`config.mk`:
```
export PLATFORM = sky130hd
export DESIGN_NAME = rfg_front
export DESIGN_NICKNAME = d
export VERILOG_FILES = /design/src/hw/rtl/rfg_pkg.sv /design/src/hw/rtl/rfg_front.sv
export SDC_FILE = /design/constraint.sdc
export NUM_CORES = 1
export LEC_CHECK = 0
export CAP_MARGIN = 5
export CELL_PAD_IN_SITES_DETAIL_PLACEMENT = 1
export CELL_PAD_IN_SITES_GLOBAL_PLACEMENT = 1
export CORE_AREA = 4 4 64 66
export CTS_CLUSTER_DIAMETER = 30
export CTS_CLUSTER_SIZE = 28
export DETAILED_ROUTE_END_ITERATION = 8
export DIE_AREA = 0 0 68 70
export DONT_BUFFER_PORTS = 1
export PLACE_DENSITY_LB_ADDON = 0.1
export SYNTH_ARGS = -nofsm -noshare
export SYNTH_HDL_FRONTEND = slang
export SYNTH_SLANG_ARGS = --single-unit
export TNS_END_PERCENT = 100
```
`constraint.sdc`:
```
create_clock -name clk -period 1.7 [get_ports clk]
set_input_delay 0.085 -clock clk [delete_from_list [all_inputs] [get_ports clk]]
set_output_delay 0.085 -clock clk [all_outputs]
set_load 0.005 [all_outputs]
```
`src/hw/rtl/rfg_pkg.sv`:
```
// Shared types and constants of the Rastrigin fitness/gradient core.
package rfg_pkg;

  localparam int unsigned FRAC_BITS = 16;
  localparam int unsigned X_W       = 21;
  localparam int unsigned GRAD_W    = 24;
  localparam int unsigned HESS_W    = 26;
  localparam int unsigned SUM_W     = 35;
  localparam int unsigned RIDX_W    = FRAC_BITS - 2;   // folded octant angle
  localparam int unsigned Q_W       = 30;              // Q30 trig fraction

  localparam logic [Q_W:0]       Q_ONE         = {1'b1, {Q_W{1'b0}}};
  localparam logic [34:0]        TWO_PI_Q32    = 35'd26986075409;
  localparam logic [29:0]        TWENTY_PI_Q24 = 30'd1054143571;
  localparam logic [28:0]        FORTY_PI2_Q20 = 29'd413961212;
  localparam logic [SUM_W-1:0]   ACC_MAX       = '1;

  // classified element, front to back
  typedef struct packed {
    logic signed [X_W-1:0] x;
    logic                  last;
    logic [1:0]            quad;
    logic                  swap;
    logic [RIDX_W-1:0]     ridx;
  } rfg_item_t;

  // full-turn sin/cos as sign and magnitude, plus element sideband
  typedef struct packed {
    logic [Q_W:0]          sn_mag;
    logic                  sn_neg;
    logic [Q_W:0]          cs_mag;
    logic                  cs_neg;
    logic signed [X_W-1:0] x;
    logic                  last;
  } rfg_trig_t;

endpackage

```
`src/hw/rtl/rfg_front.sv`:
```
// Front end: accepts elements, splits the phase into quadrant and folded octant angle.
module rfg_front (
  input  logic                                clk,
  input  logic                                rst_n,
  input  logic                                in_valid,
  output logic                                in_ready,
  input  logic signed [rfg_pkg::X_W-1:0]      in_x_value,
  input  logic                                in_last,
  output logic                                push_valid,
  input  logic                                push_ready,
  output rfg_pkg::rfg_item_t                  push_item
);

  localparam int unsigned FB = rfg_pkg::FRAC_BITS;
  localparam int unsigned RW = rfg_pkg::RIDX_W;
  localparam logic [RW-1:0] HALF = {1'b1, {(RW-1){1'b0}}};

  logic               hold_valid_r, hold_valid_nxt;
  rfg_pkg::rfg_item_t hold_item_r, hold_item_nxt;
  rfg_pkg::rfg_item_t item_cls;
  logic [FB-1:0]      phase;
  logic [RW-1:0]      plow;
  logic               fold;

  assign phase = in_x_value[FB-1:0];
  assign plow  = phase[RW-1:0];
  assign fold  = plow > HALF;

  always_comb begin
    item_cls.x    = in_x_value;
    item_cls.last = in_last;
    item_cls.quad = phase[FB-1:FB-2];
    item_cls.swap = fold;
    // past the octant edge: mirror the angle and swap sin/cos
    item_cls.ridx = fold ? (~plow + RW'(1)) : plow;
  end

  assign in_ready   = !hold_valid_r || push_ready;
  assign push_valid = hold_valid_r;
  assign push_item  = hold_item_r;

  always_comb begin
    hold_valid_nxt = hold_valid_r;
    hold_item_nxt  = hold_item_r;
    if (in_ready) begin
      hold_valid_nxt = in_valid;
      if (in_valid) begin
        hold_item_nxt = item_cls;
      end
    end
  end

  always_ff @(posedge clk) begin
    if (!rst_n) begin
      hold_valid_r <= 1'b0;
    end else begin
      hold_valid_r <= hold_valid_nxt;
    end
  end

  always_ff @(posedge clk) begin
    hold_item_r <= hold_item_nxt;
  end

endmodule

```
==> results.json, run 1 <==
{
  "vdd_ir_drop_max_mv": 0.435,
  "netSwitchingFraction_pct": 22.0,
  "first_iter_violations": 68,
  "cts_tree": "yes",
  "synth_cell_type_count": 27,
  "power_switching_uw": 370,
  "syn_inst": 87,
  "status": "finished clean",
  "tightest_slew_ns": 0.393,
  "area_growth_pct": 25.4,
  "drtAntennaViolNets": 0,
  "rsz0062_at_grt": "false",
  "setup_ws_ns": 0.204,
  "clkSlewWorstSetupHoldPaths_ns": 0.11,
  "core-area_sq_mm": 0.00358,
  "grt_pass1_wl_mm": 4.69,
  "grt_pass1_vias": 915,
  "final_cell_mix": "edfxtp_1, dlygate4sd3_1, xnor2_1, nor2_1",
  "period_minus_slack_ns": 1.50,
  "antenna_found_initial": 0,
  "drc": 0,
  "drt_pass1_iterations": 4,
  "setup_tns_ns": 0,
  "worst_setup_path_end_kind": "flip-flop",
  "power_density_mw_per_mm2": 904,
  "wirelength_mm": 2.98,
  "drv_slew": 0,
  "die_h_um": 70,
  "grt_max_degree": 37,
  "cp-start-kind": "primary input",
  "hp-start": "in_x_value[13]",
  "grt_usage_pct": 13.6,
  "p_seq_share_pct": 65.8,
  "ios": 67,
  "overflow": 0,
  "cpPeakStageDelay_ns": 0.55,
  "cp_top_family": "simple AND/OR/NAND/NOR gates",
  "postSynthAreaPerCell_sq_um": 17.1,
  "drive_above_1_share_pct": 18.3,
  "ys_ff_latch": 37,
  "postCtsSetupBuffers": 0,
  "ys_seq_area_share_pct": 74.1,
  "syn_nets": 114,
  "timing.final.hold_violations": 0,
  "dpl.hpwl_mm": 1.92,
  "clock_path_buffers": 2,
  "whs_endpoint": "push_item[4]",
  "crit_fanout": 5,
  "r2r-start": "push_valid",
  "p_leak_nw": 0.651,
  "period_share_pct": 88.0,
  "pwr-share-comb_pct": 8.5,
  "wl_per_cell_um": 17.7,
  "io_buffers": 0,
  "antenna_cells": 0,
  "r2r-end": "push_valid",
  "floorplan.rows": 22,
  "intPower_mw": 1.31,
  "relSlewSlack_pct": 73.6,
  "min_path_type": "in2reg",
  "clk_latency_ns": 0.33,
  "holdPathStages": 2,
  "holdWs_ns": 0.0252,
  "worstSetupPathType": "in2reg",
  "syn_area_sq_mm": 0.00149,
  "cts_root_buf": "clkbuf_4",
  "htree_levels": 2,
  "clockPowerShare_pct": 25.7,
  "start_util_pct": 41.5,
  "numClockSinks": 37,
  "ys_warn_count": 0,
  "nNetsFinal": 146,
  "dp_slack_ns": -0.158,
  "nFillCells": 353,
  "fmaxAchievable_mhz": 668,
  "vias_per_cell": 5.01,
  "synth_top_cell_by_area": "edfxtp_1",
  "numCtsBuffers": 5,
  "finClkSkew_ns": 0.00357,
  "die_area_sq_mm": 0.00476,
  "final_common_cell": "edfxtp_1",
  "dieWidth_um": 68,
  "ys_top_cells_by_area": "edfxtp_1, xnor2_1, o41ai_2",
  "reg2regPathDepth": 3,
  "cp_cell_sequence": "or4_4 -> or3_4 -> o31ai_4 -> mux2_2",
  "required_ns": 1.79,
  "synth_top_area_share_pct": 72.8,
  "reg2reg_slack_ns": 0.44,
  "vias": 841,
  "gp_congestion": 0.668,
  "cap_violations": 0,
  "cpMaxStageDelayCell": "or4_4",
  "arrival_ns": 1.59,
  "path_buf_inv": 0,
  "setup_viol": 0
}
==> layout make-up <==
| type | instances | area (sq um) | share of cell area (%) |
|---|---|---|---|
| sequential | 37 | 1100 | 59.1 |
| multi-input combinational | 41 | 340 | 18.3 |
| timing repair buffer | 29 | 290 | 15.6 |
| tap | 48 | 60.1 | 3.23 |
| clock buffer | 6 | 41.3 | 2.22 |
| inverter | 5 | 18.8 | 1.01 |
| clock inverter | 2 | 10.0 | 0.538 |
==> power by group through the flow <==
stage | Clock, mW | Combinational, mW | Sequential, mW
after global routing | 0.485 | 0.158 | 1.12
after CTS | 0.452 | 0.144 | 1.11
after global placement | 0 | 0.0899 | 1.13
after detailed placement | 0 | 0.0918 | 1.13
final | 0.433 | 0.142 | 1.11
after floorplan | 0 | 0.0751 | 1.12
==> routing by layer <==
| metal | wire (um) | track usage (%) | vias to the layer above | part of all wire (%) |
|---|---|---|---|---|
| met5 | 0 | 0 | - | 0 |
| met4 | 68 | 7.28 | 0 | 2.3 |
| met3 | 330 | 6.59 | 8 | 11 |
| met2 | 1370 | 20.6 | 50 | 46 |
| met1 | 1210 | 15.6 | 389 | 40 |
| li1 | - | - | 394 | - |
==> registers in the layout (all words and copies together) (netlist names) <==
register and count:
push_valid 1, push_item 36
==> logic make-up (layout without fill, tap and decap cells) <==
| family | Yosys count | in the layout | synth area share, % |
|---|---|---|---|
| buffers and inverters | 9 | 42 | 3.03 |
| AOI/OAI and AO/OA | 8 | 8 | 5.81 |
| muxes | 3 | 3 | 2.53 |
| DFF | 37 | 37 | 74.1 |
| and+or+nand+nor | 20 | 20 | 8.34 |
| xor gates and xnor gates | 9 | 9 | 5.31 |
| adders and majority gates | 1 | 1 | 0.842 |
==> cells in the mapped netlist <==
master	instances
edfxtp_1	36
nor2_1	6
xnor2_1	6
inv_1	5
buf_4	3
xor2_1	3
mux2_2	2
nand2_1	2
nand2b_1	2
nor4_1	2
o41ai_2	2
or3_4	2
or4_1	2
a211oi_1	1
a21boi_0	1
and2_1	1
clkbuf_1	1
dfxtp_1	1
ha_1	1
mux2_4	1
nor3_1	1
o21ai_0	1
o21ai_1	1
o31ai_1	1
o31ai_4	1
or3b_1	1
or4_4	1
==> through the flow <==
stage | power [mW] | std cells | instance area (sq um) | utilization, %
floorplan | 1.19 | 87 | 1490 | -
global placement | 1.22 | 136 | 1570 | 43.9
detailed placement | 1.22 | 136 | 1570 | 43.9
CTS | 1.71 | 168 | 1860 | 52.0
global route | 1.76 | 168 | 1860 | 52.0
finish | 1.68 | 168 | 1860 | 52.0
==> worst max-delay path by stage <==
stage	start	to	slack (ns)	cells past startpoint
after floorplan	in_x_value[4]	push_item[11]	-0.1	4
after global placement	in_x_value[4]	push_item[11]	-0.12	4
after detailed placement	in_x_value[4]	push_item[11]	-0.16	4
after CTS	in_x_value[4]	push_item[11]	0.22	4
after global routing	in_x_value[4]	push_item[11]	0.21	4
final	in_x_value[4]	push_item[11]	0.20	4
==> timing repair <==
action                    4_1_cts  5_1_grt
gates resized for setup         0        0
hold endpoints to repair       36        0
hold buffers                   24        0
Note: power is estimated with default switching activity, not from simulation.
==> inputs of run 2 (changes only) <==
--- a/config.mk
+++ b/config.mk
@@ -9,9 +9,10 @@
 export CELL_PAD_IN_SITES_DETAIL_PLACEMENT = 1
 export CELL_PAD_IN_SITES_GLOBAL_PLACEMENT = 1
-export CORE_AREA = 4 4 64 66
+export CORE_AREA = 4 4 62 64
+export CTS_BUF_LIST = sky130_fd_sc_hd__clkbuf_4
 export CTS_CLUSTER_DIAMETER = 30
 export CTS_CLUSTER_SIZE = 28
 export DETAILED_ROUTE_END_ITERATION = 8
-export DIE_AREA = 0 0 68 70
+export DIE_AREA = 0 0 66 68
 export DONT_BUFFER_PORTS = 1
 export PLACE_DENSITY_LB_ADDON = 0.1
==> constraint.sdc (replaced) <==
create_clock -name clk -period 1.7 [get_ports clk]
set_input_delay 0.34 -clock clk [delete_from_list [all_inputs] [get_ports clk]]
set_output_delay 0.34 -clock clk [all_outputs]
set_load 0.005 [all_outputs]
==> run 2 against run 1 <==
  * The run now ends with setup timing left
  * Cell area down 12%
  * Setup slack got worse by 0.23 ns
  * Via count shrank 13%
  * Clock-buffer cell count unchanged
  * Hold slack gained 0.072 ns
  * Sequential power barely moved
  * Die area shrank 5.7%
  * Critical endpoint unchanged
==> results.json, run 2 (synthesis gave the netlist of run 1 again) <==
{
  "status": "complete, but fails checks",
  "violations": "setup timing",
  "antenna_cells": 0,
  "die_area_sq_mm": 0.00449,
  "largest_register_ffs": 36,
  "gp_congestion": 0.708,
  "p_seq_share_pct": 68.6,
  "clkSlewWorstSetupHoldPaths_ns": 0.10,
  "start_util_pct": 45.2,
  "pwr-share-comb_pct": 5.6,
  "intPower_mw": 1.29,
  "min_path_type": "in2reg",
  "postCtsSetupBuffers": 0,
  "post_dp_cell_area_sq_mm": 0.00157,
  "r2r-end": "push_item[35]",
  "fmaxAchievable_mhz": 579,
  "drtAntennaViolNets": 0,
  "htree_levels": 2,
  "io_buffers": 0,
  "die_h_um": 68,
  "final_cells": 142,
  "dieWidth_um": 66,
  "floorplan.rows": 21,
  "drt_pass1_iterations": 2,
  "grt_usage_pct": 11.9,
  "wirelength_mm": 2.50,
  "reg2regPathDepth": 3,
  "numCtsBuffers": 5,
  "core-area_sq_mm": 0.00328,
  "r2r-start": "push_valid",
  "netSwitchingFraction_pct": 20.2,
  "worstSetupPathType": "in2reg",
  "first_iter_violations": 52,
  "numClockSinks": 37,
  "power_density_mw_per_mm2": 984,
  "period_minus_slack_ns": 1.73,
  "vdd_ir_drop_max_mv": 0.429,
  "setup_viol": 1,
  "power_switching_uw": 326,
  "grt_max_degree": 22,
  "clock_path_buffers": 2,
  "startpoint": "in_x_value[4]",
  "vias_per_cell": 5.15,
  "overflow": 0,
  "wl_per_cell_um": 17.6,
  "crit_fanout": 6,
  "ios": 67,
  "dpl.hpwl_mm": 1.90,
  "final_common_cell": "edfxtp_1",
  "drv_slew": 0,
  "final_cell_mix": "edfxtp_1, xnor2_1, nor2_1, clkbuf_4, buf_4",
  "arrival_ns": 1.81,
  "setup_ws_ns": -0.0257,
  "required_ns": 1.78,
  "nNetsFinal": 123,
  "dp_slack_ns": -0.405,
  "area_growth_pct": 10.4,
  "total_power_mw": 1.61,
  "vias": 731,
  "crit_end": "push_item[11]",
  "dpl.cell_count": 135,
  "clk_latency_ns": 0.32,
  "finClkSkew_ns": 0.00549,
  "drive_above_1_share_pct": 26.0,
  "cap_violations": 0,
  "relSlewSlack_pct": 82.0,
  "setup_tns_ns": -0.0257,
  "nFillCells": 311,
  "reg2reg_slack_ns": 0.49,
  "rsz0062_at_grt": "true",
  "p_leak_nw": 0.560,
  "drc": 0,
  "grt_pass1_vias": 742,
  "period_share_pct": 102,
  "cp-start-kind": "primary input",
  "antenna_found_initial": 0,
  "fin_area_sq_mm": 0.00164,
  "tightest_slew_ns": 0.268,
  "worst_setup_path_end_kind": "flip-flop",
  "cts_root_buf": "clkbuf_4",
  "ctsHoldBuffers": 0,
  "clockPowerShare_pct": 25.8,
  "cts_tree": "yes",
  "grt_pass1_wl_mm": 3.79,
  "timing.final.hold_violations": 0
}
[run 2: per-stage QoR]
step | util (%) | hold WS (ns)
finish | 49.9 | 0.0973
global route | 49.9 | 0.0638
CTS | 49.4 | 0.0784
detailed placement | 47.8 | 0.439
global placement | 47.8 | 0.439
floorplan | - | 0.439
[run 2: cell type report]
| cell class | count | area, sq um | share of cell area (%) |
|---|---|---|---|
| Clock buffer | 6 | 45.0 | 2.75 |
| Clock inverter | 1 | 3.75 | 0.229 |
| Inverter | 5 | 18.8 | 1.15 |
| Multi-Input combinational cell | 41 | 368 | 22.4 |
| Sequential cell | 37 | 1100 | 67.2 |
| Tap cell | 46 | 57.6 | 3.51 |
| Timing Repair Buffer | 6 | 45.0 | 2.75 |
[run 2: metal layers]
layer  global-route usage (%)  share of wire (%)
met5                        0                  0
met4                     7.87                2.3
met3                     7.06                 12
met2                     16.6                 44
met1                     13.7                 42
[run 2: worst min-delay path by stage]
stage,startpoint,cells after the start,endpoint
after floorplan,in_last,0,push_item[17]
after global placement,in_x_value[17],0,push_item[35]
after detailed placement,in_x_value[14],0,push_item[32]
after CTS,in_x_value[12],0,push_item[30]
after global routing,in_x_value[11],0,push_item[29]
final,in_x_value[1],0,push_item[19]
[run 2: timing repair]
item / in CTS / in global routing
resized for setup: 1 / 2
pin swaps: 0 / 0
setup endpoints to repair: 1 / 2
gates cloned: 0 / 0
[run 2: power groups by stage]
stage	Sequential, mW	Combinational (mW)	Clock, mW
floorplan	1.12	0.0762	0
global placement	1.13	0.0868	0
global route	1.11	0.102	0.494
detailed placement	1.13	0.0897	0
CTS	1.11	0.0906	0.444
finish	1.11	0.0901	0.416
[run 2: worst max-delay path: stages]
cell     delay, ns
or4_4         0.54
or3_4         0.41
o31ai_4       0.19
mux2_4        0.32
==> inputs of run 3 (changes only) <==
- SKIP_LAST_GASP: default -> 1
- TNS_END_PERCENT: 100 -> 1
==> run 3 against run 2 <==
  * The run still ends with setup timing left
  * Clock power is 41% higher
  * Core utilization up 0.72 points
  * Hold slack lost 0.0041 ns
  * Total power up 11%
  * Register-to-register slack hardly changed
  * Clock-buffer cell count fell by 1
==> results.json, run 3 (synthesis gave the netlist of run 1 again) <==
{
  "status": "complete, but fails checks",
  "violations": "setup timing",
  "final_common_cell": "edfxtp_1",
  "worst_setup_path_end_kind": "flip-flop",
  "finClkSkew_ns": 0.00421,
  "numClockSinks": 37,
  "wl_per_cell_um": 18.5,
  "die_area_sq_mm": 0.00449,
  "area_growth_pct": 12.0,
  "grt_pass1_wl_mm": 4.06,
  "clk_latency_ns": 0.33,
  "drt_pass1_iterations": 2,
  "power_density_mw_per_mm2": 1070,
  "largest_register_ffs": 36,
  "floorplan.rows": 21,
  "grt_usage_pct": 12.7,
  "period_minus_slack_ns": 1.74,
  "vdd_ir_drop_max_mv": 0.435,
  "nFillCells": 308,
  "numCtsBuffers": 5,
  "htree_levels": 2,
  "grt_max_degree": 21,
  "post_dp_cell_area_sq_mm": 0.00156,
  "vias_per_cell": 5.10,
  "start_util_pct": 45.2,
  "tightest_slew_ns": 0.268,
  "overflow": 0,
  "timing.final.hold_violations": 0,
  "required_ns": 1.80,
  "ctsHoldBuffers": 0,
  "io_buffers": 0,
  "relSlewSlack_pct": 82.0,
  "reg2reg_slack_ns": 0.49,
  "core-area_sq_mm": 0.00328,
  "final_cell_mix": "edfxtp_1, xnor2_1, nor2_1, buf_4",
  "arrival_ns": 1.84,
  "clock_path_buffers": 2,
  "worstSetupPathType": "in2reg",
  "crit_fanout": 6,
  "ios": 67,
  "setup_ws_ns": -0.0398,
  "grt_pass1_vias": 766,
  "antenna_found_initial": 0,
  "fmaxAchievable_mhz": 575,
  "period_share_pct": 102,
  "cts_root_buf": "clkbuf_4",
  "fin_area_sq_mm": 0.00166,
  "dpl.hpwl_mm": 1.91,
  "wirelength_mm": 2.64,
  "antenna_cells": 0,
  "setup_tns_ns": -0.0398,
  "vias": 730,
  "drive_above_1_share_pct": 24.7,
  "p_leak_nw": 0.567,
  "gp_congestion": 0.660,
  "setup_viol": 1,
  "dieWidth_um": 66,
  "cp-start-kind": "primary input",
  "cap_violations": 0,
  "nNetsFinal": 123,
  "multiInputGateArea_sq_um": 362,
  "drc": 0,
  "die_h_um": 68,
  "drtAntennaViolNets": 0,
  "cts_tree": "yes",
  "seq_area_sq_mm": 0.00110,
  "drv_slew": 0,
  "min_path_type": "in2reg",
  "first_iter_violations": 67,
  "rsz0062_at_grt": "true",
  "clkSlewWorstSetupHoldPaths_ns": 0.11,
  "postCtsSetupBuffers": 0
}
-- run 3: cell types whose count changed in the layout (fill, tap and decap cells not counted), sizes merged --
cell,previous run,this run
bufinv,0,1
clkbuf,6,5
clkinvlp,0,1
-- run 3: final timing paths --
kind         cells past startpoint            end      startpoint
max                              4  push_item[11]   in_x_value[4]
min                              0  push_item[29]  in_x_value[11]
max reg2reg                      3  push_item[38]      push_valid
min reg2reg                      2     push_valid      push_valid
-- run 3: routing by layer --
metal | vias up | track usage, % | routed length (um)
met2 | 45 | 17.4 | 1190
li1 | 342 | - | -
met1 | 337 | 16.0 | 1110
met3 | 6 | 7.06 | 294
met5 | - | 0 | 0
met4 | 0 | 6.60 | 47
-- run 3: worst max-delay path, cell delays in order --
cell and delay (ns):
or4_4 0.54, or3_4 0.44, o31ai_4 0.19, mux2_4 0.32
-- run 3: cell type report --
type | instances | share of cell area [%]
sequential | 37 | 66.2
timing repair buffer | 6 | 2.71
multi-input combinational | 41 | 21.7
clock buffer | 5 | 2.26
inverter | 5 | 1.13
clock inverter | 3 | 2.48
tap | 46 | 3.46
-- run 3: through the flow --
step / utilization [%] / setup WS (ns) / cells / power, mW / hold WS (ns)
CTS: 50.1 / -0.0305 / 143 / 1.81 / 0.0779
global route: 50.6 / -0.0303 / 143 / 1.86 / 0.0627
floorplan: - / -0.352 / 87 / 1.19 / 0.439
detailed placement: 47.6 / -0.398 / 135 / 1.22 / 0.439
finish: 50.6 / -0.0398 / 143 / 1.78 / 0.0932
global placement: 47.6 / -0.364 / 135 / 1.22 / 0.439
-- run 3: timing repair --
item / CTS / global route
endpoints found under the setup margin: 1 / 4
gates resized for setup: 1 / 2
pin swaps: 1 / 0
-- run 3: power by group --
| part | switching (mW) | internal, mW | leakage [nW] |
|---|---|---|---|
| Sequential | 0.0315 | 1.08 | 0.357 |
| Clock | 0.282 | 0.304 | 0.0389 |
| Combinational | 0.0453 | 0.0442 | 0.171 |
| Total | 0.359 | 1.42 | 0.567 |
