--- src/hw/rtl/rfg_pkg.sv ---
// Shared types and constants of the Rastrigin fitness/gradient core.
package rfg_pkg;

  localparam int unsigned FRAC_BITS = 16;
  localparam int unsigned X_W       = 21;
  localparam int unsigned GRAD_W    = 24;
  localparam int unsigned HESS_W    = 26;
  localparam int unsigned SUM_W     = 35;
  localparam int unsigned RIDX_W    = FRAC_BITS - 2;   // folded octant angle
  localparam int unsigned Q_W       = 30;              // Q30 trig fraction

  localparam logic [Q_W:0]       Q_ONE         = {1'b1, {Q_W{1'b0}}};
  localparam logic [34:0]        TWO_PI_Q32    = 35'd26986075409;
  localparam logic [29:0]        TWENTY_PI_Q24 = 30'd1054143571;
  localparam logic [28:0]        FORTY_PI2_Q20 = 29'd413961212;
  localparam logic [SUM_W-1:0]   ACC_MAX       = '1;

  // classified element, front to back
  typedef struct packed {
    logic signed [X_W-1:0] x;
    logic                  last;
    logic [1:0]            quad;
    logic                  swap;
    logic [RIDX_W-1:0]     ridx;
  } rfg_item_t;

  // full-turn sin/cos as sign and magnitude, plus element sideband
  typedef struct packed {
    logic [Q_W:0]          sn_mag;
    logic                  sn_neg;
    logic [Q_W:0]          cs_mag;
    logic                  cs_neg;
    logic signed [X_W-1:0] x;
    logic                  last;
  } rfg_trig_t;

endpackage

--- src/hw/rtl/rfg_queue.sv ---
// Small FIFO between front and back end.
module rfg_queue #(
  parameter int unsigned DEPTH = 4
) (
  input  logic               clk,
  input  logic               rst_n,
  input  logic               push_valid,
  output logic               push_ready,
  input  rfg_pkg::rfg_item_t push_item,
  output logic               pop_valid,
  input  logic               pop_ready,
  output rfg_pkg::rfg_item_t pop_item
);

  localparam int unsigned PTR_W = (DEPTH > 1) ? $clog2(DEPTH) : 1;
  localparam int unsigned CNT_W = $clog2(DEPTH + 1);

  rfg_pkg::rfg_item_t entries_r [DEPTH];
  logic [PTR_W-1:0]   wr_ptr_r, wr_ptr_nxt;
  logic [PTR_W-1:0]   rd_ptr_r, rd_ptr_nxt;
  logic [CNT_W-1:0]   count_r, count_nxt;
  logic               push_fire, pop_fire;

  assign push_ready = count_r != CNT_W'(DEPTH);
  assign pop_valid  = count_r != '0;
  assign push_fire  = push_valid && push_ready;
  assign pop_fire   = pop_valid && pop_ready;
  assign pop_item   = entries_r[rd_ptr_r];

  always_comb begin
    wr_ptr_nxt = wr_ptr_r;
    rd_ptr_nxt = rd_ptr_r;
    count_nxt  = count_r;
    if (push_fire) begin
      wr_ptr_nxt = (wr_ptr_r == PTR_W'(DEPTH - 1)) ? '0 : wr_ptr_r + PTR_W'(1);
    end
    if (pop_fire) begin
      rd_ptr_nxt = (rd_ptr_r == PTR_W'(DEPTH - 1)) ? '0 : rd_ptr_r + PTR_W'(1);
    end
    if (push_fire && !pop_fire) begin
      count_nxt = count_r + CNT_W'(1);
    end else if (pop_fire && !push_fire) begin
      count_nxt = count_r - CNT_W'(1);
    end
  end

  always_ff @(posedge clk) begin
    if (!rst_n) begin
      wr_ptr_r <= '0;
      rd_ptr_r <= '0;
      count_r  <= '0;
    end else begin
      wr_ptr_r <= wr_ptr_nxt;
      rd_ptr_r <= rd_ptr_nxt;
      count_r  <= count_nxt;
    end
  end

  always_ff @(posedge clk) begin
    if (push_fire) begin
      entries_r[wr_ptr_r] <= push_item;
    end
  end

endmodule

--- config.mk ---
export PLATFORM = sky130hd
export DESIGN_NAME = rfg_queue
export DESIGN_NICKNAME = d
export VERILOG_FILES = /design/src/hw/rtl/rfg_pkg.sv /design/src/hw/rtl/rfg_queue.sv
export SDC_FILE = /design/constraint.sdc
export NUM_CORES = 1
export LEC_CHECK = 0
export BUFFER_PORTS_ARGS = -buffer_cell sky130_fd_sc_hd__buf_2
export CAP_MARGIN = 10
export CORE_AREA = 4 4 138 140
export CTS_CLUSTER_SIZE = 24
export DETAILED_ROUTE_END_ITERATION = 16
export DIE_AREA = 0 0 142 144
export SYNTH_ARGS = -nofsm -noshare
export SYNTH_HDL_FRONTEND = slang
export SYNTH_SLANG_ARGS = --single-unit
export TNS_END_PERCENT = 10
--- constraint.sdc ---
create_clock -name clk -period 3.14 [get_ports clk]
set_input_delay 0.942 -clock clk [delete_from_list [all_inputs] [get_ports clk]]
set_output_delay 0.942 -clock clk [all_outputs]
set_load 0.05 [all_outputs]
==> results of run 1 <==
layer usage:
layer | GRT usage | up-vias
li1 | - | 1268
met1 | 0.142 | 1499
met2 | 0.189 | 68
met3 | 0.0509 | 10
met4 | 0.0460 | 2
met5 | 0 | -
cell usage after synthesis, types with 2 or more instances:
cell	n
sky130_fd_sc_hd__nand2_1	5
sky130_fd_sc_hd__nor2_1	2
sky130_fd_sc_hd__o21ai_0	3
sky130_fd_sc_hd__clkbuf_1	3
sky130_fd_sc_hd__edfxtp_1	156
sky130_fd_sc_hd__dfxtp_1	9
sky130_fd_sc_hd__or3_2	2
sky130_fd_sc_hd__nand3_1	2
sky130_fd_sc_hd__and3_2	4
sky130_fd_sc_hd__ha_1	6
sky130_fd_sc_hd__buf_6	2
sky130_fd_sc_hd__mux2i_1	2
sky130_fd_sc_hd__mux4_2	39
sky130_fd_sc_hd__inv_1	3
sky130_fd_sc_hd__buf_2	4
sequential cells by signal, indices dropped and copies added, names as in the netlist, named ones only:
name,cells
count_r,3
entries_r,156
rd_ptr_r,2
wr_ptr_r,2
path summary, 6_finish.rpt:
| check | slack, ns | depth (start not counted) | start | endpoint |
|---|---|---|---|---|
| worst max-delay path | 0.30 | 3 | flip-flop | pop_item[32] |
| worst min-delay path | 0.52 | 2 | wr_ptr_r[1] | wr_ptr_r[1] |
| worst max register to register | 0.68 | 7 | count_r[0] | count_r[2] |
| worst min register to register | 0.52 | 2 | wr_ptr_r[1] | wr_ptr_r[1] |
stage by stage:
stage                     std cells  utilization  hold slack [ns]
after floorplan                 254            -            0.468
after global placement          563        0.385            0.499
after detailed placement        563        0.385            0.508
after CTS                       595        0.418            0.517
after global routing            595        0.418            0.577
final                           596        0.418            0.517
power breakdown:
group,switching [mW],internal (mW),total [mW]
logic,1.36,0.628,1.99
registers,0.0735,2.67,2.75
clock network,0.784,1.27,2.05
total,2.22,4.57,6.79
tightest hold or removal path, stage by stage, from the launching register on:
cell,delay [ns]
sky130_fd_sc_hd__dfxtp_1,0.34
sky130_fd_sc_hd__nand2_1,0.07
sky130_fd_sc_hd__mux2i_1,0.06
area by class of cell:
class | count | area share
multi-input cells | 76 | 0.156
repair buffers | 90 | 0.0712
inverters | 3 | 0.00151
well taps | 229 | 0.0384
clock buffers | 23 | 0.0614
flip-flops and latches | 165 | 0.653
clock inverters | 9 | 0.0176
diodes | 1 | 0.000336
cell families (layout without fill, tap and decap cells):
logic type,after synthesis,count (layout),synth area share
AND/OR/NAND/NOR,20,20,0.0193
XOR/XNOR,2,2,0.00287
other,0,1,0
AO/OA/AOI/OAI,6,6,0.00574
flip-flops,165,165,0.797
adder cells (fa/ha/maj),7,7,0.0156
buffers and inverters,13,125,0.0119
multiplexers,41,41,0.147
==> summary by stage, run 1 <==
Drt
In the detailed route, the total length drawn on met2 is roughly 5700 um. The first routing iteration left 113 violations. In the routed layout, each cell is associated on average with a via count of 4.78. The total vias in the final route is 2847. Dividing the detail-routed wire length by the instance count gives about 19 um. After detailed routing, the wire length on met1 is 4710 um. The final routed wirelength across all metal layers is 11200 um. The detail route stage leaves a number of antenna-violating nets equal to 0.

The total DRC errors in the routed layout is 0. The met3 wire length is 640 um. The uppermost layer routed is met5. The first-pass iteration count of the detailed router is 4.

Logic synthesis
The post-synthesis instance total is 254. The net count after synthesis is 304. For this run, the number of Yosys warnings is 0. For this run, asynchronously set or reset flops after synthesis account for 0. For this run, the leading register cell type out of synthesis is sky130_fd_sc_hd__edfxtp_1. Yosys mapped a number of flops with a built-in enable equal to ~160. The share of the Yosys chip area taken by registers is 0.797. Averaged over all synthesized cells, the footprint is 24.0 um^2. By area the synthesized netlist is led by sky130_fd_sc_hd__edfxtp_1 77%, sky130_fd_sc_hd__mux4_2 14%, sky130_fd_sc_hd__dfxtp_1 3.0%. The summed instance area of the synthesized netlist is 6100 um^2. Counting flops and latches in the post-synthesis netlist gives 165. The synthesized design spends more area on one cell type than any other, namely sky130_fd_sc_hd__edfxtp_1. Yosys mapped the design onto 27 distinct sky130hd cell types. Of the post-synthesis cell area, the dominant cell type holds 0.768.

Critical path
The critical path startpoint category is a flip-flop. The dominant delay contributor by cell family on the critical path is multiplexers. The largest stage delay on the critical path is about 0.58 ns.

For the worst setup path, the data required time is 2.20 ns. Data on the critical path arrives at its endpoint at 1.90 ns. Walking the worst path, the cells encountered are buf_12, mux4_2, buf_2. STA classifies the critical path endpoint as an output port.

The worst setup path is of the flip-flop to output port kind. In this run the worst path has a maximum fanout of 39. The number of buffers and inverters on the critical path is 2. The cell with the largest stage delay on the worst path is sky130_fd_sc_hd__mux4_2.

Global route
Summed over all layers, the global routing overflow is 0. For this run, the total global-route usage over all layers was measured as 0.118. The number of global-route vias before repair came to 3131. The number of antenna violations at the first check in global routing is 1.

The wire length of the first global-routing pass is 17500 um. Entering global routing, the biggest net connects 40 pins.

Power and ir drop
Summed over all cells, the static leakage comes to 2.51 nW. IR analysis of the VDD net gives a maximum drop of 0.489 mV. The design draws 6.79 mW. For this design the ratio of total power to cell area is around 900 nW/um^2.

Timing
The count of endpoints failing setup in the final report is 0. Setup repair after global routing left no endpoint under its margin. The setup skew after layout is 0.00880 ns. At the pin with the least slew margin, the transition time is 0.519 ns. The sum of negative setup slack is 0 ns.

In the post-route analysis, the smallest setup slack over all paths is 0.303 ns. Headroom to the max-slew limit came out at 0.651. The final hold violation count was 0. The final-report max-slew violation count is 0. In the finished design, the share of the clock period the worst path needs comes to 0.904. The routed design could run at a clock period as short as between 2 and 3 ns.

The maximum achievable frequency is roughly 0.35 GHz.

Clocking
The clock-pin slew reported for the worst setup and hold paths after clock tree synthesis is 0.06 ns. Counting along the longest clock path gives a buffer depth of 2. The setup fix buffers added after clock tree synthesis is 0. The CTS tree is yes.

The total clock buffers created by CTS is 17. The post-cts hold buffer count is 0. The clock root buffer is sky130_fd_sc_hd__clkbuf_16.

The clock reaches the later pin of the worst-skew pair after ~0.41 ns. The clock drives 165 sinks. After clock tree synthesis, the repair step resized 0 gates. The clock tree synthesis step divided the H-tree into 4 levels.

Layout
The top cell types in the final layout, fill and taps aside, are 156 x sky130_fd_sc_hd__edfxtp_1, 83 x sky130_fd_sc_hd__buf_2, 39 x sky130_fd_sc_hd__mux4_2. In the final layout, the multi-input gates occupy 1160 um^2. Compared with the post-synthesis result, the final layout area differs by 22.2%. The number of nets at the end of the flow is 403.

Summing all non-filler instances in the final layout gives an area of 7450 um^2. Fill cells in the final layout number 1587. Of the cells placed in the final design, the portion with a size suffix greater than 1 is 0.451. Summing all flip-flop and latch instances after layout gives 4870 um^2. Leaving out fill and tap cells, the most frequent cell in the layout is sky130_fd_sc_hd__edfxtp_1.

Placement
The count of port buffers added during placement is 83. Timing analysis after detailed placement gives a worst setup slack of around 0.39 ns. The cell area after placement is 6860 um^2. Routability-driven placement finished with a final weighted congestion of 0.701. The HPWL after detailed placement is between 6000 and 7000 um.

Floorplan
The core area is between 15000 and 20000 um^2. The die footprint is around 20000 um^2. For this configuration, the core starts out at a cell density of 0.342. The die extent in y is 144 um. The width of the die is 142 um. The count of pins on the block boundary is 84.

The number of rows created at floorplan is 49.

Run status
The run finished with clean final reports.

Run
Across the run, the number of max-cap violations was 0.

Min path
In this run the worst hold path is classified as flip-flop to flip-flop.
Note: power is estimated with default switching activity, not from simulation.
==> run 2, diff against run 1 <==
--- a/config.mk
+++ b/config.mk
@@ -9,6 +9,7 @@
 export CAP_MARGIN = 10
-export CORE_AREA = 4 4 138 140
+export CORE_AREA = 4 4 151 153
+export CTS_CLUSTER_DIAMETER = 200
 export CTS_CLUSTER_SIZE = 24
 export DETAILED_ROUTE_END_ITERATION = 16
-export DIE_AREA = 0 0 142 144
+export DIE_AREA = 0 0 155 157
 export SYNTH_ARGS = -nofsm -noshare
==> constraint.sdc (replaced) <==
create_clock -name clk -period 3.14 [get_ports clk]
set_input_delay 0 -clock clk [delete_from_list [all_inputs] [get_ports clk]]
set_output_delay 0 -clock clk [all_outputs]
set_load 0.05 [all_outputs]
==> summary by stage, run 2 (synthesis results as in run 1) <==
Global route
The wire length of the first global-routing pass is 18100 um (was 17500 um). The sum of overflow across all layers after global routing was 0 (unchanged). The maximum number of pins on one net before global-route repair is 40 (unchanged). The overall routing resource usage is 0.0989 (was 0.118). The number of global-route vias before repair is 3273 (was 3131).

The number of antenna violations at the first check in global routing is 1 (unchanged).

Layout
The commonest non-fill, non-tap cell in the layout is sky130_fd_sc_hd__edfxtp_1 (unchanged). The share of final-layout standard cells stronger than drive strength 1 is 0.398 (was 0.451). Largest regs: entries_r x156, count_r x3 (unchanged). The filler cell count in the final layout is 1971 (was 1587). The flip-flop count of the largest register after layout is 156 (unchanged). The area growth from synthesis to layout is 28.6% (was 22.2%).

The number of inserted diodes is 0 (was 1). The largest register by flop count was entries_r (unchanged). The number of nets at the end of the flow is 444 (was 403). Commonest cells after routing, fill and taps aside: 156 x sky130_fd_sc_hd__edfxtp_1, 83 x sky130_fd_sc_hd__buf_2, 44 x sky130_fd_sc_hd__dlygate4sd3_1 (was 156 x sky130_fd_sc_hd__edfxtp_1, 83 x sky130_fd_sc_hd__buf_2, 39 x sky130_fd_sc_hd__mux4_2).

Power and ir drop
The leakage power is 2.65 nW (was 2.51 nW). The maximum vdd ir drop came to 0.547 mV (was 0.489 mV). The power density over the cells came to 857 nW/um^2 (was 911 nW/um^2).

Critical path
The critical path start-end classification is flip-flop to flip-flop (was flip-flop to output port). The capturing element type of the critical path is a flip-flop (was output port). The highest fanout seen on the critical path was 5 (was 39). The dominant delay contributor by cell family on the critical path is compound AO/OA/AOI/OAI gates (was multiplexers). The required time of the critical path is 3.47 ns (was 2.20 ns). The cell with the largest stage delay on the worst path was sky130_fd_sc_hd__o31ai_1 (was sky130_fd_sc_hd__mux4_2). The data arrival at the endpoint of the critical path is 2.84 ns (was 1.90 ns). The critical path startpoint category is a flip-flop (unchanged).

The largest stage delay on the critical path is 0.54 ns (was 0.58 ns). The minimum setup slack among reg-to-reg paths was 0.63 ns (was 0.68 ns). The number of buffers and inverters on the critical path is 1 (was 2). Ordered cell list for the critical path: o31ai_1, ha_1, inv_1, fa_1, xor2_1, or3_2, a21boi_0 (was buf_12, mux4_2, buf_2).

Floorplan
The core area is 21600 um^2 (was 17800 um^2). The count of pins on the block boundary is 84 (unchanged). The number of rows created at floorplan is 54 (was 49).

The die extent in y is 157 um (was 144 um). The initial core utilization is 0.283 (was 0.342). The width of the die is 155 um (was 142 um). The die footprint is 24300 um^2 (was 20400 um^2).

Placement
The worst setup slack after placement is 0.642 ns (was 0.394 ns). The HPWL reported at the end of detailed placement is 6930 um (was 6640 um). The count of port buffers added during placement is 83 (unchanged). The final RePlAce weighted congestion is 0.703 (was 0.701).

Drt
The first-pass iteration count of the detailed router came to 5 (was 4). The post-detailed-route count of antenna-violating nets is 0 (unchanged). The iteration-0 DRC count of the detailed router was 154 (was 113). The mean routed wirelength per cell is 16.8 um (was 18.7 um). The total DRC errors in the routed layout is 0 (unchanged). The final routed wirelength across all metal layers is 11600 um (was 11200 um). The total vias in the final route came to 2916 (was 2847). The average vias per placed instance is 4.24 (was 4.78).

Run status
Run status: finished clean (unchanged).

Clocking
The total clock buffers created by CTS came to 17 (unchanged). The number of gates resized after CTS was 0 (unchanged). The maximum level of the CTS H-tree is 4 (unchanged). The latest clock arrival within the worst-skew pair was 0.41 ns (about the same). The CTS tree is yes (unchanged). The post-cts hold buffer count came to 44 (was 0). The setup fix buffers added after clock tree synthesis was 0 (unchanged). The clock-pin slew reported for the worst setup and hold paths after clock tree synthesis is 0.06 ns (about the same).

The maximum count of clock buffers along a single path came to 2 (unchanged). The clock root buffer is sky130_fd_sc_hd__clkbuf_16 (unchanged). The number of clock sinks seen by CTS is 165 (unchanged).

Timing
The count of endpoints failing setup in the final report is 0 (unchanged). The worst-case headroom to the max-slew limit is 0.266 (was 0.651). The final critical-path share of the clock period is 0.800 (was 0.904). The worst hold slack across all endpoints is 0.343 ns (was 0.517 ns). The setup skew after layout was 0.0119 ns (was 0.00880 ns).

The maximum achievable frequency is 0.398 GHz (was 0.352 GHz). The actual transition at the worst max-transition pin is 1.10 ns (was 0.519 ns). The final hold violation count is 0 (unchanged). RSZ-0062 raised after global routing: false (unchanged).

The final-report max-slew violation count was 0 (unchanged). The sum of negative setup slack came to 0 ns (unchanged). The minimum clock period after layout is 2.51 ns (was 2.84 ns). The minimum setup slack in the final design is 0.629 ns (was 0.303 ns).

Run
The max-capacitance violation count was 0 (unchanged).

Min path
The worst hold-check path type is primary input to flip-flop (was flip-flop to flip-flop).
## run 2: cell count changes in the layout (fill, tap and decap cells not counted), sizes merged, moves of 2 or more
cell / change
inv: +3
dlygate4sd3: +44
buf: -3
clkbuf: -4
clkinv: +2
## run 2: routing by layer
layer,vias up,GRT usage,wire [um]
met2,51,0.163,5840
met5,-,0,13
met4,2,0.0399,198
met1,1502,0.125,5080
li1,1348,-,-
met3,13,0.0267,433
## run 2: area by class of cell
| cell class | instances | area (um^2) | area share |
|---|---|---|---|
| flip-flops and latches | 165 | 4870 | 0.621 |
| clock inverters | 13 | 130 | 0.0166 |
| repair buffers | 131 | 886 | 0.113 |
| multi-input cells | 76 | 1160 | 0.148 |
| clock buffers | 19 | 433 | 0.0552 |
| inverters | 3 | 11.3 | 0.00144 |
| well taps | 280 | 350 | 0.0447 |
## run 2: stage by stage
stage / cells / power (mW) / area (um^2) / util
2_1_floorplan: 254 / 4.33 / 6100 / -
3_3_place_gp: 611 / 4.75 / 6840 / 0.317
3_5_place_dp: 611 / 4.79 / 6840 / 0.317
4_1_cts: 687 / 6.84 / 7840 / 0.364
5_1_grt: 687 / 7.05 / 7840 / 0.364
6_report: 687 / 6.72 / 7840 / 0.364
## run 2: worst paths after layout
kind / cells past startpoint / endpoint / startpoint
worst max-delay path: 7 / count_r[2] / count_r[0]
worst min register to register: 2 / wr_ptr_r[1] / wr_ptr_r[1]
worst min-delay path: 2 / entries_r[2][32] / push_item[32]
worst max register to register: 7 / count_r[2] / count_r[0]
## run 2: power by group
group	internal [mW]	switching [mW]	total, mW
clock	1.17	0.807	1.97
sequential	2.68	0.199	2.88
combinational	0.628	1.25	1.87
total	4.47	2.25	6.72
==> run 3, diff against run 2 <==
clock period = 2.2 ns   (was 3.14 ns; I/O delays follow)
==> summary by stage, run 3 (synthesis results as in run 1) <==
Floorplan
The die footprint is 24300 um^2 (unchanged). The number of rows created at floorplan was 54 (unchanged). The die extent in y is 157 um (unchanged). The count of pins on the block boundary is 84 (unchanged).

The width of the die was 155 um (unchanged). The core area came to 21600 um^2 (unchanged). The initial core utilization is 0.283 (unchanged).

Critical path
The required time of the critical path was 2.54 ns (was 3.47 ns). The critical path start-end classification is flip-flop to flip-flop (unchanged). The first element of the critical path is count_r[1] (was count_r[0]). The endpoint of the worst setup timing path is count_r[2] (unchanged). The destination of the worst register-to-register timing path is count_r[2] (unchanged). The minimum setup slack among reg-to-reg paths was 0.08 ns (was 0.63 ns). The capturing element type of the critical path is a flip-flop (unchanged).

The startpoint of the worst-slack reg-to-reg timing path is count_r[1] (was count_r[0]). The data arrival at the endpoint of the critical path was 2.46 ns (was 2.84 ns). The worst reg2reg path depth came to 8 (was 7). The critical path startpoint category is a flip-flop (unchanged). The highest fanout seen on the critical path was 5 (unchanged).

Global route
The number of antenna violations at the first check in global routing is 0 (was 1). The wire length of the first global-routing pass came to 18600 um (was 18100 um). The most heavily used metal layer in global routing is met2 (unchanged).

The overall routing resource usage came to 0.103 (was 0.0989). The met1 track demand over resource in global routing is 0.132 (was 0.125). The met2 routing resource usage after global routing is 0.167 (was 0.163).

The maximum number of pins on one net before global-route repair is 24 (was 40). The sum of overflow across all layers after global routing is 0 (unchanged). The met3 capacity usage during global routing is 0.0324 (was 0.0267). The number of global-route vias before repair is 3306 (was 3273).

Placement
The number of cells in the design after placement came to 621 (was 611). The final RePlAce weighted congestion is 0.657 (was 0.703). The HPWL reported at the end of detailed placement is 7300 um (was 6930 um).

The count of port buffers added during placement is 83 (unchanged).

Timing
The final hold violation count is 0 (unchanged). The actual transition at the worst max-transition pin is 0.386 ns (was 1.10 ns). The setup skew after layout is 0.00862 ns (was 0.0119 ns). The minimum clock period after layout was 2.12 ns (was 2.51 ns). The final critical-path share of the clock period is 0.965 (was 0.800).

The count of endpoints failing setup in the final report is 0 (unchanged). The maximum achievable frequency is 0.471 GHz (was 0.398 GHz). The worst hold slack across all endpoints is 0.0568 ns (was 0.343 ns). The final-report max-slew violation count was 0 (unchanged). The worst-case headroom to the max-slew limit was 0.743 (was 0.266). RSZ-0062 raised after global routing: false (unchanged).

Drt
The final routed wirelength across all metal layers is 11700 um (was 11600 um). The total DRC errors in the routed layout is 0 (unchanged). The post-detailed-route count of antenna-violating nets is 0 (unchanged). The iteration-0 DRC count of the detailed router is 142 (was 154). The mean routed wirelength per cell is 16.8 um (about the same).

The average vias per placed instance is 4.30 (was 4.24). The total vias in the final route is 2989 (was 2916). The first-pass iteration count of the detailed router is 4 (was 5).

Power and ir drop
The internal power consumption was 6.25 mW (was 4.47 mW). The net switching component of the power is 3.24 mW (was 2.25 mW). The maximum vdd ir drop is 0.638 mV (was 0.547 mV). The fraction of power spent switching nets is 0.341 (was 0.335). The combinational group share of total power is 0.309 (was 0.279). The power density over the cells came to 1200 nW/um^2 (was 857 nW/um^2).

The proportion of power drawn by the clock network came to 0.272 (was 0.294). The leakage power is 2.68 nW (was 2.65 nW). The proportion of power drawn by flip-flops and latches is 0.419 (was 0.428).

Layout
The area growth from synthesis to layout came to 29.5% (was 28.6%). The multi-input logic area is 1180 um^2 (was 1160 um^2). The share of final-layout standard cells stronger than drive strength 1 was 0.431 (was 0.398).

The commonest non-fill, non-tap cell in the layout is sky130_fd_sc_hd__edfxtp_1 (unchanged). The area used by sequential logic in the layout is 4880 um^2 (was 4870 um^2). The number of nets at the end of the flow came to 453 (was 444). The number of standard cells in the layout, taps in and fillers out was 695 (was 687).

Largest regs: entries_r x156, count_r x3 (unchanged). The flip-flop count of the largest register after layout is 156 (unchanged). The number of inserted diodes is 0 (unchanged). Commonest cells after routing, fill and taps aside: 156 x sky130_fd_sc_hd__edfxtp_1, 83 x sky130_fd_sc_hd__buf_2, 42 x sky130_fd_sc_hd__dlygate4sd3_1 (was 156 x sky130_fd_sc_hd__edfxtp_1, 83 x sky130_fd_sc_hd__buf_2, 44 x sky130_fd_sc_hd__dlygate4sd3_1).

The filler cell count in the final layout was 2013 (was 1971). The largest register by flop count is entries_r (unchanged). The share of the core filled with cells in the final layout is 0.367 (was 0.364).

Clocking
The clock root buffer is sky130_fd_sc_hd__clkbuf_16 (unchanged). The maximum level of the CTS H-tree is 4 (unchanged). The CTS tree is yes (unchanged).

The number of clock sinks seen by CTS is 165 (unchanged). The latest clock arrival within the worst-skew pair came to 0.41 ns (about the same). The clock-pin slew reported for the worst setup and hold paths after clock tree synthesis is 0.06 ns (about the same). The maximum count of clock buffers along a single path is 2 (unchanged). The total clock buffers created by CTS was 17 (unchanged).

Run status
Run status: finished clean (unchanged).

Min path
The worst hold-check path type is primary input to flip-flop (unchanged).

Run
The max-capacitance violation count came to 0 (unchanged).
[run 3: changes by cell type in the layout (fill, tap and decap cells not counted), moves of 2 or more]
cell,before,now
sky130_fd_sc_hd__buf_4,4,14
sky130_fd_sc_hd__dlygate4sd3_1,44,42
sky130_fd_sc_hd__clkinv_4,0,3
sky130_fd_sc_hd__dfxtp_1,7,4
sky130_fd_sc_hd__dfxtp_4,1,3
sky130_fd_sc_hd__bufinv_16,2,0
[run 3: layout make-up]
type | instances | share of cell area
clock inverter | 12 | 0.0106
timing repair buffer | 140 | 0.122
inverter | 3 | 0.00143
sequential | 165 | 0.618
clock buffer | 19 | 0.0548
tap | 280 | 0.0443
multi-input combinational | 76 | 0.150
[run 3: critical path, cell delays in order, from the launching register on]
cell	delay [ns]
sky130_fd_sc_hd__dfxtp_4	0.37
sky130_fd_sc_hd__or3b_1	0.40
sky130_fd_sc_hd__and2_4	0.19
sky130_fd_sc_hd__ha_2	0.18
sky130_fd_sc_hd__inv_1	0.07
sky130_fd_sc_hd__fa_2	0.20
sky130_fd_sc_hd__xor2_1	0.09
sky130_fd_sc_hd__or3_2	0.43
sky130_fd_sc_hd__a21boi_1	0.13
[run 3: metrics by stage]
step | worst slack [ns] | TNS (ns) | area, um^2 | total power, mW
global placement | 0.0813 | 0 | 6930 | 6.87
global route | 0.00633 | 0 | 7900 | 9.98
floorplan | 0.0127 | 0 | 6100 | 6.19
detailed placement | -0.144 | -0.144 | 6930 | 6.94
CTS | 0.000278 | 0 | 7900 | 9.67
finish | 0.0761 | 0 | 7900 | 9.49
[run 3: repair_timing]
action,CTS,global route
resized for setup,6,2
hold endpoints to repair,165,0
endpoints found under the setup margin,1,1
hold buffers,42,0
pin swaps,1,3
buffers inserted,1,0
[run 3: how the worst min path moves through the flow]
stage | depth (start not counted) | end | slack [ns] | from
5_1_grt | 4 | flip-flop | 0.08 | pop_ready
3_5_place_dp | 1 | entries_r[2][38] | 0.22 | push_item[38]
2_1_floorplan | 0 | entries_r[0][0] | 0.1 | push_item[0]
6_report | 4 | flip-flop | 0.06 | pop_ready
4_1_cts | 4 | flip-flop | 0.03 | pop_ready
3_3_place_gp | 1 | entries_r[1][31] | 0.21 | push_item[31]
[run 3: layer usage]
layer | up-vias | part of all wire
met3 | 8 | 0.041
met1 | 1560 | 0.45
li1 | 1361 | -
met4 | 0 | 0.0093
met5 | - | 0
met2 | 60 | 0.49
[run 3: power by group through the flow]
stage               sequential [mW]  combinational (mW)  clock [mW]
floorplan                      3.96                2.23           0
global placement               4.01                2.87           0
detailed placement             4.03                2.91           0
CTS                            3.99                3.00        2.68
global route                   4.02                3.12        2.83
finish                         3.98                2.93        2.58
